### src/hdl/arp_pkg.sv
`default_nettype none

package arp_pkg;

  // Default cache depth
  localparam int CACHE_ENTRIES_DEF = 16;

  // Field widths
  localparam int IP_W       = 32;
  localparam int MAC_W      = 48;
  localparam int OP_W       = 16;
  localparam int KIND_W     = 2;
  localparam int CFG_IDX_W  = 1;
  localparam int CFG_DATA_W = 48;

  // Result kinds
  localparam logic [KIND_W-1:0] KIND_HIT   = 2'd0;
  localparam logic [KIND_W-1:0] KIND_MISS  = 2'd1;
  localparam logic [KIND_W-1:0] KIND_REPLY = 2'd2;

  // ARP opcodes (host order)
  localparam logic [OP_W-1:0] OP_REQUEST = 16'd1;
  localparam logic [OP_W-1:0] OP_REPLY   = 16'd2;

  // Item actions
  localparam logic ACT_LOOKUP = 1'b0;
  localparam logic ACT_PACKET = 1'b1;

  // Configuration register indexes
  localparam logic [CFG_IDX_W-1:0] REG_OWN_IP  = 1'b0;
  localparam logic [CFG_IDX_W-1:0] REG_OWN_MAC = 1'b1;

  // Input item
  typedef struct packed {
    logic             action;
    logic [IP_W-1:0]  query_ip;
    logic [OP_W-1:0]  arp_opcode;
    logic [IP_W-1:0]  sender_ip;
    logic [MAC_W-1:0] sender_mac;
    logic [IP_W-1:0]  target_ip;
  } arp_in_t;

  // Result item
  typedef struct packed {
    logic [KIND_W-1:0] result_kind;
    logic [MAC_W-1:0]  result_mac;
    logic [IP_W-1:0]   result_ip;
  } arp_out_t;

endpackage

`default_nettype wire

### src/hdl/arp_cache_mem.sv
`default_nettype none

// IP/MAC entry storage: one write port, one read port with registered data
module arp_cache_mem #(
  parameter int ENTRIES = arp_pkg::CACHE_ENTRIES_DEF,
  localparam int IDX_W = (ENTRIES > 1) ? $clog2(ENTRIES) : 1
) (
  input  wire logic                       clk,
  input  wire logic                       wr_en,
  input  wire logic [IDX_W-1:0]           wr_addr,
  input  wire logic [arp_pkg::IP_W-1:0]   wr_ip,
  input  wire logic [arp_pkg::MAC_W-1:0]  wr_mac,
  input  wire logic                       rd_en,
  input  wire logic [IDX_W-1:0]           rd_addr,
  output      logic [arp_pkg::IP_W-1:0]   rd_ip,
  output      logic [arp_pkg::MAC_W-1:0]  rd_mac
);

  logic [arp_pkg::IP_W-1:0]  ip_mem  [ENTRIES];
  logic [arp_pkg::MAC_W-1:0] mac_mem [ENTRIES];

  // Write port
  always_ff @(posedge clk) begin
    if (wr_en) begin
      ip_mem[wr_addr]  <= wr_ip;
      mac_mem[wr_addr] <= wr_mac;
    end
  end

  // Registered read port
  always_ff @(posedge clk) begin
    if (rd_en) begin
      rd_ip  <= ip_mem[rd_addr];
      rd_mac <= mac_mem[rd_addr];
    end
  end

endmodule

`default_nettype wire

### src/hdl/arp_cache_and_responder.sv
// Lookup: entries are read and compared one per cycle on one comparator, from
//   entry 0 on; a hit ends the scan at that entry, a miss after the last entry.
// ARP request for own IP: result goes through S_EMIT to the output register. ARP
//   reply: sender IP/MAC stored at the write pointer, no result. Input stalled
//   while a lookup scan or a pending result is in work, held longer by out_stall.
// Reset (rst_n low, synchronous) clears valid bits, write pointer, own IP/MAC.
`default_nettype none

module arp_cache_and_responder #(
  parameter int CACHE_ENTRIES = arp_pkg::CACHE_ENTRIES_DEF
) (
  input  wire logic                           clk,
  input  wire logic                           rst_n,
  // input channel
  input  wire logic                           in_valid,
  output      logic                           in_stall,
  input  wire arp_pkg::arp_in_t               in_data,
  // result channel
  output      logic                           out_valid,
  input  wire logic                           out_stall,
  output      arp_pkg::arp_out_t              out_data,
  // configuration
  input  wire logic                           cfg_we,
  input  wire logic [arp_pkg::CFG_IDX_W-1:0]  cfg_index,
  input  wire logic [arp_pkg::CFG_DATA_W-1:0] cfg_wdata
);

  localparam int IDX_W = (CACHE_ENTRIES > 1) ? $clog2(CACHE_ENTRIES) : 1;
  localparam logic [IDX_W-1:0] LAST_IDX = IDX_W'(CACHE_ENTRIES - 1);
  localparam logic [IDX_W-1:0] IDX_ONE  = IDX_W'(1);

  typedef enum logic [1:0] {S_IDLE, S_SCAN, S_EMIT} state_t;

  // control registers
  state_t                       state_r, state_nxt;
  logic [IDX_W-1:0]             scan_idx_r, scan_idx_nxt;
  logic [IDX_W-1:0]             cmp_idx_r, cmp_idx_nxt;
  logic                         pend_r, pend_nxt;
  logic [CACHE_ENTRIES-1:0]     valid_r, valid_nxt;
  logic [IDX_W-1:0]             wp_r, wp_nxt;
  logic [arp_pkg::IP_W-1:0]     own_ip_r, own_ip_nxt;
  logic [arp_pkg::MAC_W-1:0]    own_mac_r, own_mac_nxt;
  logic                         out_valid_r, out_valid_nxt;

  // payload registers
  logic [arp_pkg::IP_W-1:0]     qip_r, qip_nxt;
  arp_pkg::arp_out_t            res_r, res_nxt;
  arp_pkg::arp_out_t            out_data_r;

  // datapath
  logic                         in_xfer;
  logic                         out_free;
  logic                         out_load;
  logic                         ip_eq;
  logic                         hit;
  logic                         mem_wr_en;
  logic                         mem_rd_en;
  logic [arp_pkg::IP_W-1:0]     rd_ip;
  logic [arp_pkg::MAC_W-1:0]    rd_mac;

  arp_cache_mem #(
    .ENTRIES (CACHE_ENTRIES)
  ) u_mem (
    .clk     (clk),
    .wr_en   (mem_wr_en),
    .wr_addr (wp_r),
    .wr_ip   (in_data.sender_ip),
    .wr_mac  (in_data.sender_mac),
    .rd_en   (mem_rd_en),
    .rd_addr (scan_idx_r),
    .rd_ip   (rd_ip),
    .rd_mac  (rd_mac)
  );

  assign in_stall  = (state_r != S_IDLE);
  assign in_xfer   = in_valid && !in_stall;
  assign out_free  = !out_valid_r || !out_stall;
  assign out_valid = out_valid_r;
  assign out_data  = out_data_r;

  // shared compare: cache entry vs. query, or own IP vs. request target
  assign ip_eq = (state_r == S_SCAN) ? (rd_ip == qip_r) : (in_data.target_ip == own_ip_r);
  assign hit   = pend_r && valid_r[cmp_idx_r] && ip_eq;

  assign mem_wr_en = in_xfer && (in_data.action == arp_pkg::ACT_PACKET) &&
                     (in_data.arp_opcode == arp_pkg::OP_REPLY);

  // sequencer
  always_comb begin
    state_nxt     = state_r;
    scan_idx_nxt  = scan_idx_r;
    cmp_idx_nxt   = cmp_idx_r;
    pend_nxt      = pend_r;
    valid_nxt     = valid_r;
    wp_nxt        = wp_r;
    qip_nxt       = qip_r;
    res_nxt       = res_r;
    mem_rd_en     = 1'b0;
    out_load      = 1'b0;
    out_valid_nxt = out_valid_r && out_stall;

    case (state_r)
      S_IDLE: begin
        if (in_xfer) begin
          if (in_data.action == arp_pkg::ACT_LOOKUP) begin
            qip_nxt      = in_data.query_ip;
            scan_idx_nxt = '0;
            pend_nxt     = 1'b0;
            state_nxt    = S_SCAN;
          end else if (in_data.arp_opcode == arp_pkg::OP_REPLY) begin
            valid_nxt[wp_r] = 1'b1;
            wp_nxt          = (wp_r == LAST_IDX) ? '0 : wp_r + IDX_ONE;
          end else if (in_data.arp_opcode == arp_pkg::OP_REQUEST && ip_eq) begin
            res_nxt.result_kind = arp_pkg::KIND_REPLY;
            res_nxt.result_mac  = in_data.sender_mac;
            res_nxt.result_ip   = in_data.sender_ip;
            state_nxt           = S_EMIT;
          end
        end
      end
      S_SCAN: begin
        // issue next read while comparing the previous one
        mem_rd_en    = 1'b1;
        scan_idx_nxt = (scan_idx_r == LAST_IDX) ? '0 : scan_idx_r + IDX_ONE;
        cmp_idx_nxt  = scan_idx_r;
        pend_nxt     = 1'b1;
        if (hit) begin
          res_nxt.result_kind = arp_pkg::KIND_HIT;
          res_nxt.result_mac  = rd_mac;
          res_nxt.result_ip   = qip_r;
          state_nxt           = S_EMIT;
        end else if (pend_r && cmp_idx_r == LAST_IDX) begin
          res_nxt.result_kind = arp_pkg::KIND_MISS;
          res_nxt.result_mac  = '0;
          res_nxt.result_ip   = qip_r;
          state_nxt           = S_EMIT;
        end
      end
      S_EMIT: begin
        if (out_free) begin
          out_load      = 1'b1;
          out_valid_nxt = 1'b1;
          state_nxt     = S_IDLE;
        end
      end
      default: begin
        state_nxt = S_IDLE;
      end
    endcase
  end

  // configuration writes
  always_comb begin
    own_ip_nxt  = own_ip_r;
    own_mac_nxt = own_mac_r;
    if (cfg_we) begin
      case (cfg_index)
        arp_pkg::REG_OWN_IP:  own_ip_nxt  = cfg_wdata[arp_pkg::IP_W-1:0];
        arp_pkg::REG_OWN_MAC: own_mac_nxt = cfg_wdata[arp_pkg::MAC_W-1:0];
        default: ;
      endcase
    end
  end

  // control state and registered outputs
  always_ff @(posedge clk) begin
    if (!rst_n) begin
      state_r     <= S_IDLE;
      scan_idx_r  <= '0;
      cmp_idx_r   <= '0;
      pend_r      <= 1'b0;
      valid_r     <= '0;
      wp_r        <= '0;
      own_ip_r    <= '0;
      own_mac_r   <= '0;
      out_valid_r <= 1'b0;
    end else begin
      state_r     <= state_nxt;
      scan_idx_r  <= scan_idx_nxt;
      cmp_idx_r   <= cmp_idx_nxt;
      pend_r      <= pend_nxt;
      valid_r     <= valid_nxt;
      wp_r        <= wp_nxt;
      own_ip_r    <= own_ip_nxt;
      own_mac_r   <= own_mac_nxt;
      out_valid_r <= out_valid_nxt;
    end
  end

  // payload
  always_ff @(posedge clk) begin
    qip_r <= qip_nxt;
    res_r <= res_nxt;
    if (out_load) begin
      out_data_r <= res_r;
    end
  end

endmodule

`default_nettype wire

### config.mk
export PLATFORM = sky130hd
export DESIGN_NAME = arp_cache_and_responder
export DESIGN_NICKNAME = d
export VERILOG_FILES = /design/src/hdl/arp_pkg.sv /design/src/hdl/arp_cache_mem.sv /design/src/hdl/arp_cache_and_responder.sv
export SDC_FILE = /design/constraint.sdc
export NUM_CORES = 1
export LEC_CHECK = 0
export BUFFER_PORTS_ARGS = -buffer_cell sky130_fd_sc_hd__buf_2
export CELL_PAD_IN_SITES_DETAIL_PLACEMENT = 0
export CELL_PAD_IN_SITES_GLOBAL_PLACEMENT = 1
export CORE_MARGIN = 1
export CORE_UTILIZATION = 35
export DETAILED_ROUTE_END_ITERATION = 16
export PLACE_DENSITY = 0.62
export SLEW_MARGIN = 20
export SYNTH_ARGS = -nofsm -noshare
export SYNTH_HDL_FRONTEND = slang
export SYNTH_SLANG_ARGS = --single-unit
### constraint.sdc
create_clock -name clk -period 10.7 [get_ports clk]
set_input_delay 0.535 -clock clk [delete_from_list [all_inputs] [get_ports clk]]
set_output_delay 0.535 -clock clk [all_outputs]
set_load 0.01 [all_outputs]
* After elaboration in Yosys (flattened, before gate mapping) *
Memories as Yosys holds them, arrays and structs flattened. A register that Yosys moved wholly into a read port is not among the register bits.
Index checks and enable logic that the tools add are counted.
Widths: inputs -> output; s select.

word-level totals
  bits in registers = 260
  RAM bits = 1280
  word-level logic and storage cells = 100
  memories kept = 2

operators by class
  add/sub/neg operators = 2
  $lt $le $gt $ge = 3
  equal/unequal tests = 18
  multiplexer cells = 35
  bitwise gates (word level) = 3
  reductions and logical operators = 22

memory list
  name           words  width  read ports  clocked after memory_dff  write ports  line                 RTL
  u_mem.mac_mem  16     48     1           1                         1            arp_cache_mem.sv:20  logic [arp_pkg::MAC_W-1:0] mac_mem [ENTRIES];
  u_mem.ip_mem   16     32     1           1                         1            arp_cache_mem.sv:19  logic [arp_pkg::IP_W-1:0] ip_mem [ENTRIES];

operator list
  kind                 number
  $mux 82              6
  $pmux 82 s2          1
  $eq 32x32->1         2
  $eq 16x1->1 const B  1
  $eq 16x2->1 const B  1
  $mux 4               4
  $or 16x16->16        1
  $mux 2               7
  $eq 4x4->1 const B   3
  $mux 1               12
  $ne 2x2->1 const B   6
  $lt 4x5->1 const B   2
  $logic_and 1x1->1    9
  $add 4x1->4 const B  2
  $pmux 4 s2           1
  $ne 3x3->1 const B   2
  $pmux 2 s3           1
  $reduce_and 3->1     2
  $reduce_and 6->1     1
  $reduce_and 5->1     1
  $bmux 1 s4           1
  $demux 1 s4          1
  $ge 4x1->1 const B   1
  $reduce_and 4->1     1
  10 further kinds     14

* Longest topological paths before layout *
  depth after elaboration = 8
  mapped depth = 8

* Hierarchy *
Synthesis repeated with hierarchy kept, for this count alone.

second synthesis, totals
  cells, all modules = 2908
  area total of the unflattened synthesis = 60575.6 sq um

by module, submodules not included
  module                   times used  cells an instance  area an instance (sq um)
  arp_cache_mem            1           2054               50223.2
  arp_cache_and_responder  1           854                10352.4

* Worst setup path after synthesis *
No wires, ideal clock.

  kind = in2reg
  start = input port in_data[115] in the netlist's numbering
  end = memory u_mem.ip_mem[3][0] in the netlist's numbering, enable pin
  setup time = 619 ps
  data arrival time = 7202 ps
  slack = 2879 ps
  stages = 6
  path buffers = 0
  cells stage by stage = nor4_1 and4b_1 nand4_1 nor3b_2 nand2_1 nor3_1

between the ends
  cells in the longest elaborated chain, start to end = 4

RTL lines
  element                       line                           RTL
  start, declared               arp_cache_and_responder.sv:17  input wire arp_pkg::arp_in_t in_data,
  $eq 16x2->1                   arp_cache_and_responder.sv:86  (in_data.arp_opcode == arp_pkg::OP_REPLY);
  $logic_and 1x1->1             arp_cache_and_responder.sv:85  assign mem_wr_en = in_xfer && (in_data.action == arp_pkg::ACT_PACKET) &&
  $mux 1                        arp_cache_mem.sv:24            if (wr_en) begin
  $mux 1 (not written as such)  arp_cache_mem.sv:25            ip_mem[wr_addr] <= wr_ip;
  end, declared                 arp_cache_mem.sv:19

No other way between the ends.

* Worst setup path in the final report *
  start = register state_r[0]
  end = memory u_mem.mac_mem[7][9] in the netlist's numbering, enable pin

between the ends
  cells in the longest elaborated chain, start to end = 7

RTL lines
  element                         line                            RTL
  start, declared                 arp_cache_and_responder.sv:35   state_t state_r, state_nxt;
  start signal, assigned          arp_cache_and_responder.sv:178  state_r <= state_nxt;
  $reduce_bool 2->1               arp_cache_and_responder.sv:75   assign in_stall = (state_r != S_IDLE);
  $logic_not 1->1                 arp_cache_and_responder.sv:76   assign in_xfer = in_valid && !in_stall;
  $logic_and 1x1->1               arp_cache_and_responder.sv:76
  $logic_and 1x1->1 (2 in a row)  arp_cache_and_responder.sv:85
  $mux 1                          arp_cache_mem.sv:24
  $mux 1 (not written as such)    arp_cache_mem.sv:26             mac_mem[wr_addr] <= wr_mac;
  end, declared                   arp_cache_mem.sv:20

No other way between the ends.

==> results.cfg <==
[timing]
final-hold-violation-count = 0
finalWorstSetupSlack_ns = 5.81
setup-tns-final_ns = 0
tightest_slew_ns = 1.05
fin_crit_sh_pct = 45.7
period_needed_ns = 4.89
hold_slack_ns = 0.0761
rsz0062_at_grt = no
slew_headroom_pct = 29.7
max_freq_mhz = 204
drv_slew = 0
finalSetupViolations = 0
clock_skew_ns = 0.0162

[critical_path]
crit_arrival_ns = 5.31
crit_path_end_kind = register
start_kind = register
reg2reg_from = state_r[0]$_SDFFE_PN0P_
worstPathMaxFanout = 40
critPathKind = register to register
cp.required_ns = 11.11
r2r_end = u_mem.mac_mem[7][9]$_DFFE_PP_
regToRegSetupSlack_ns = 5.81
ff2ff_path_depth = 8

[power_and_ir_drop]
p_leak_uw = 0.0222
p_int_uw = 10600
p_seq_share_pct = 52.6
combPwrFrac_pct = 3.3
switchingPower_uw = 2720
power.density_mw_per_mm2 = 187
vdd_drop_max_mv = 0.154
switching_share_pct = 20.4
pwr-share-clk_pct = 44.1

[clock_network]
post_cts_buffers = 0
cts_sinks = 1620
cts_buffers = 171
clock_latency_ns = 0.80
clkTransAtPathRegs_ns = 0.06
cts_root_buf = clkbuf_16
htreeDepth = 4
cts_tree = yes
cts.path.max_buffers = 3

[floorplan]
row_count = 152
core_area_mm2 = 0.172
die_h_um = 418
die_w_um = 418
start_util_pct = 35.2
ios = 299
die-area_mm2 = 0.174

[detailed_routing]
via_per_inst = 5.09
drt_wl_total_um = 148000
drt_iter0_markers = 2609
num_vias = 28500
wl_per_cell_um = 26.3
final_antenna_net_count = 0
first_pass_iters = 5
drcViolationCount = 0

[placed_design]
gp_congestion = 0.732
hpwl_um = 76100
numPortBuffers = 282
dp_slack_ns = 5.48
dp_cells = 5223

[synthesis]
yosysSeqAreaShare_pct = 79.4
synth_xor_area_share_pct = 0.970
yosys_warnings = 0
synth_nets = 2923
synth_area_mm2 = 0.0605
synth_mux_area_share_pct = 15.1
synth_compound_area_share_pct = 1.06
ys_ff_latch = 1620
synthFlopType = edfxtp_1
synth-edff-count = 1556
synth_simple_gate_area_share_pct = 2.40
async_flop_share_pct = 0
synth_top_family_by_area = multiplexers
syn-instance-count = 2703
yosysUniqueCellTypes = 39
synth.avg_cell_area_um2 = 22.4
yosys.area_share.adder_pct = 0.103

[hold_path]
hold_class = input pin to register
min_to = out_valid$_SDFF_PN0_
worstHoldStart = out_stall
hold-path-cell-count = 3

[layout]
finalNetCount = 3370
final_util_pct = 41.4
final_layout_size_suffix_gt1_share_pct = 30.4
area_delta_synth_final_pct = 17.4
fin_cells = 5603
n_fill_cell = 15200

[grt]
grt_usage_pct = 16.9
antenna_found_initial = 29
grt_pass1_wl_um = 211000
gr-total-overflow = 0
grt_pass1_vias = 29400
grt_max_degree = 111

[outcome]
status = complete, no violations

[run]
max_cap_viol_count = 0
==> stage by stage <==
| step | cell area (µm²) | power, µW |
|---|---|---|
| 2_1_floorplan | 60500 | 7370 |
| 3_3_place_gp | 64800 | 7560 |
| 3_5_place_dp | 64800 | 7560 |
| 4_1_cts | 71000 | 13500 |
| 5_1_grt | 71000 | 13700 |
| 6_report | 71000 | 13300 |
==> what timing repair did <==
action	in CTS	in global routing
hold endpoints to repair	64	0
hold buffers	64	0
gates resized for setup	0	0
setup endpoints to repair	0	0
==> synthesized netlist by cell type (2+ instances only) <==
library cell  instances  area (µm²)
a21oi_1              45         225
a31oi_1               2        12.5
buf_1                20        75.1
buf_2                17        85.1
buf_6                 3        33.8
clkbuf_1             86         323
clkbuf_2              4        20.0
dfxtp_1              64        1280
edfxtp_1           1556       46700
ha_1                  5        62.6
inv_1                 5        18.8
mux2i_1               2        20.0
mux4_1                4         105
mux4_2              401        9030
nand2_1             272        1020
nand2b_1              7        43.8
nand3_1               8        40.0
nand4_1               5        31.3
nor2_1               23        86.3
nor3_1                9        45.0
nor4_1               16         100
o21a_1               16         120
o21ai_0              51         255
or2_2                 2        12.5
xnor2_1               3        26.3
xor2_1               64         561
==> state kept, by name, indices dropped and copies added, names as in the netlist <==
signal         flops
scan_idx_r         4
u_mem.ip_mem     512
u_mem.mac_mem    768
cmp_idx_r          4
out_data          82
u_mem.rd_ip       32
qip_r             32
own_ip_r          32
pend_r             1
u_mem.rd_mac      48
out_valid          1
state_r            2
valid_r           16
res_r             82
wp_r               4
==> critical path, cell delays in order, from the launching register on <==
cell	delay (ns)
dfxtp_1	0.34
or2_2	0.36
nor2_1	0.19
nand4_1	0.13
nor3b_2	0.72
nand2_1	0.48
nor2_4	0.80
buf_4	0.61
buf_4	0.80
==> cell usage in the layout (no fill, tap or decap), types with 11 or more instances in the layout <==
cell	instances
nor4_1	16
clkbuf_16	172
buf_2	282
o21ai_0	51
dfxtp_1	60
bufinv_16	19
clkinv_2	11
clkbuf_1	42
nor2_4	12
o21a_1	16
xor2_1	64
dlygate4sd3_1	64
a21oi_1	44
clkinv_1	47
nor2_1	11
nand2_1	272
edfxtp_1	1556
mux4_2	401
buf_4	57
==> routing by layer <==
layer / vias up / track usage, % / share of wire [%]
met5: - / 0 / 0.068
met4: 16 / 4.07 / 2.0
met3: 227 / 3.47 / 5.4
met2: 820 / 27.8 / 49
met1: 15400 / 23.2 / 43
li1: 12100 / - / -
==> cell type report <==
class | count | area, µm² | area share [%]
timing repair buffer | 405 | 2510 | 3.54
clock inverter | 97 | 1030 | 1.45
antenna | 4 | 10.0 | 0.0141
inverter | 6 | 30.0 | 0.0423
clock buffer | 215 | 4480 | 6.30
tap | 2310 | 2890 | 4.07
multi-input combinational | 946 | 12000 | 17.0
sequential | 1620 | 48000 | 67.6
==> how the worst max path moves through the flow <==
stage | start | endpoint | slack (ns) | depth (start not counted)
after global placement | in_data[115] | u_mem.mac_mem[7][9]$_DFFE_PP_ | 5.43 | 9
after global routing | state_r[0]$_SDFFE_PN0P_ | u_mem.mac_mem[7][25]$_DFFE_PP_ | 5.49 | 8
final | state_r[0]$_SDFFE_PN0P_ | u_mem.mac_mem[7][9]$_DFFE_PP_ | 5.81 | 8
after floorplan | in_data[115] | u_mem.ip_mem[3][0]$_DFFE_PP_ | 2.88 | 6
after detailed placement | in_data[115] | u_mem.ip_mem[7][4]$_DFFE_PP_ | 5.48 | 9
after CTS | state_r[0]$_SDFFE_PN0P_ | u_mem.mac_mem[7][14]$_DFFE_PP_ | 5.70 | 8
==> power by group through the flow <==
stage               Sequential [µW]  Clock, µW  Combinational (µW)
finish                         6990       5870                 444
global route                   6990       6240                 486
CTS                            6990       6020                 456
detailed placement             7130          0                 436
global placement               7130          0                 431
floorplan                      7120          0                 251
==> logic make-up (layout without fill, tap and decap cells) <==
logic type,Yosys count,count (layout)
adder cells (fa/ha/maj),5,5
buffers and inverters,137,723
AO/OA/AOI/OAI,117,117
AND/OR/NAND/NOR,350,350
flip-flops,1620,1620
multiplexers,407,407
other,0,4
XOR/XNOR,67,67
Note: power is estimated with default switching activity, not from simulation.
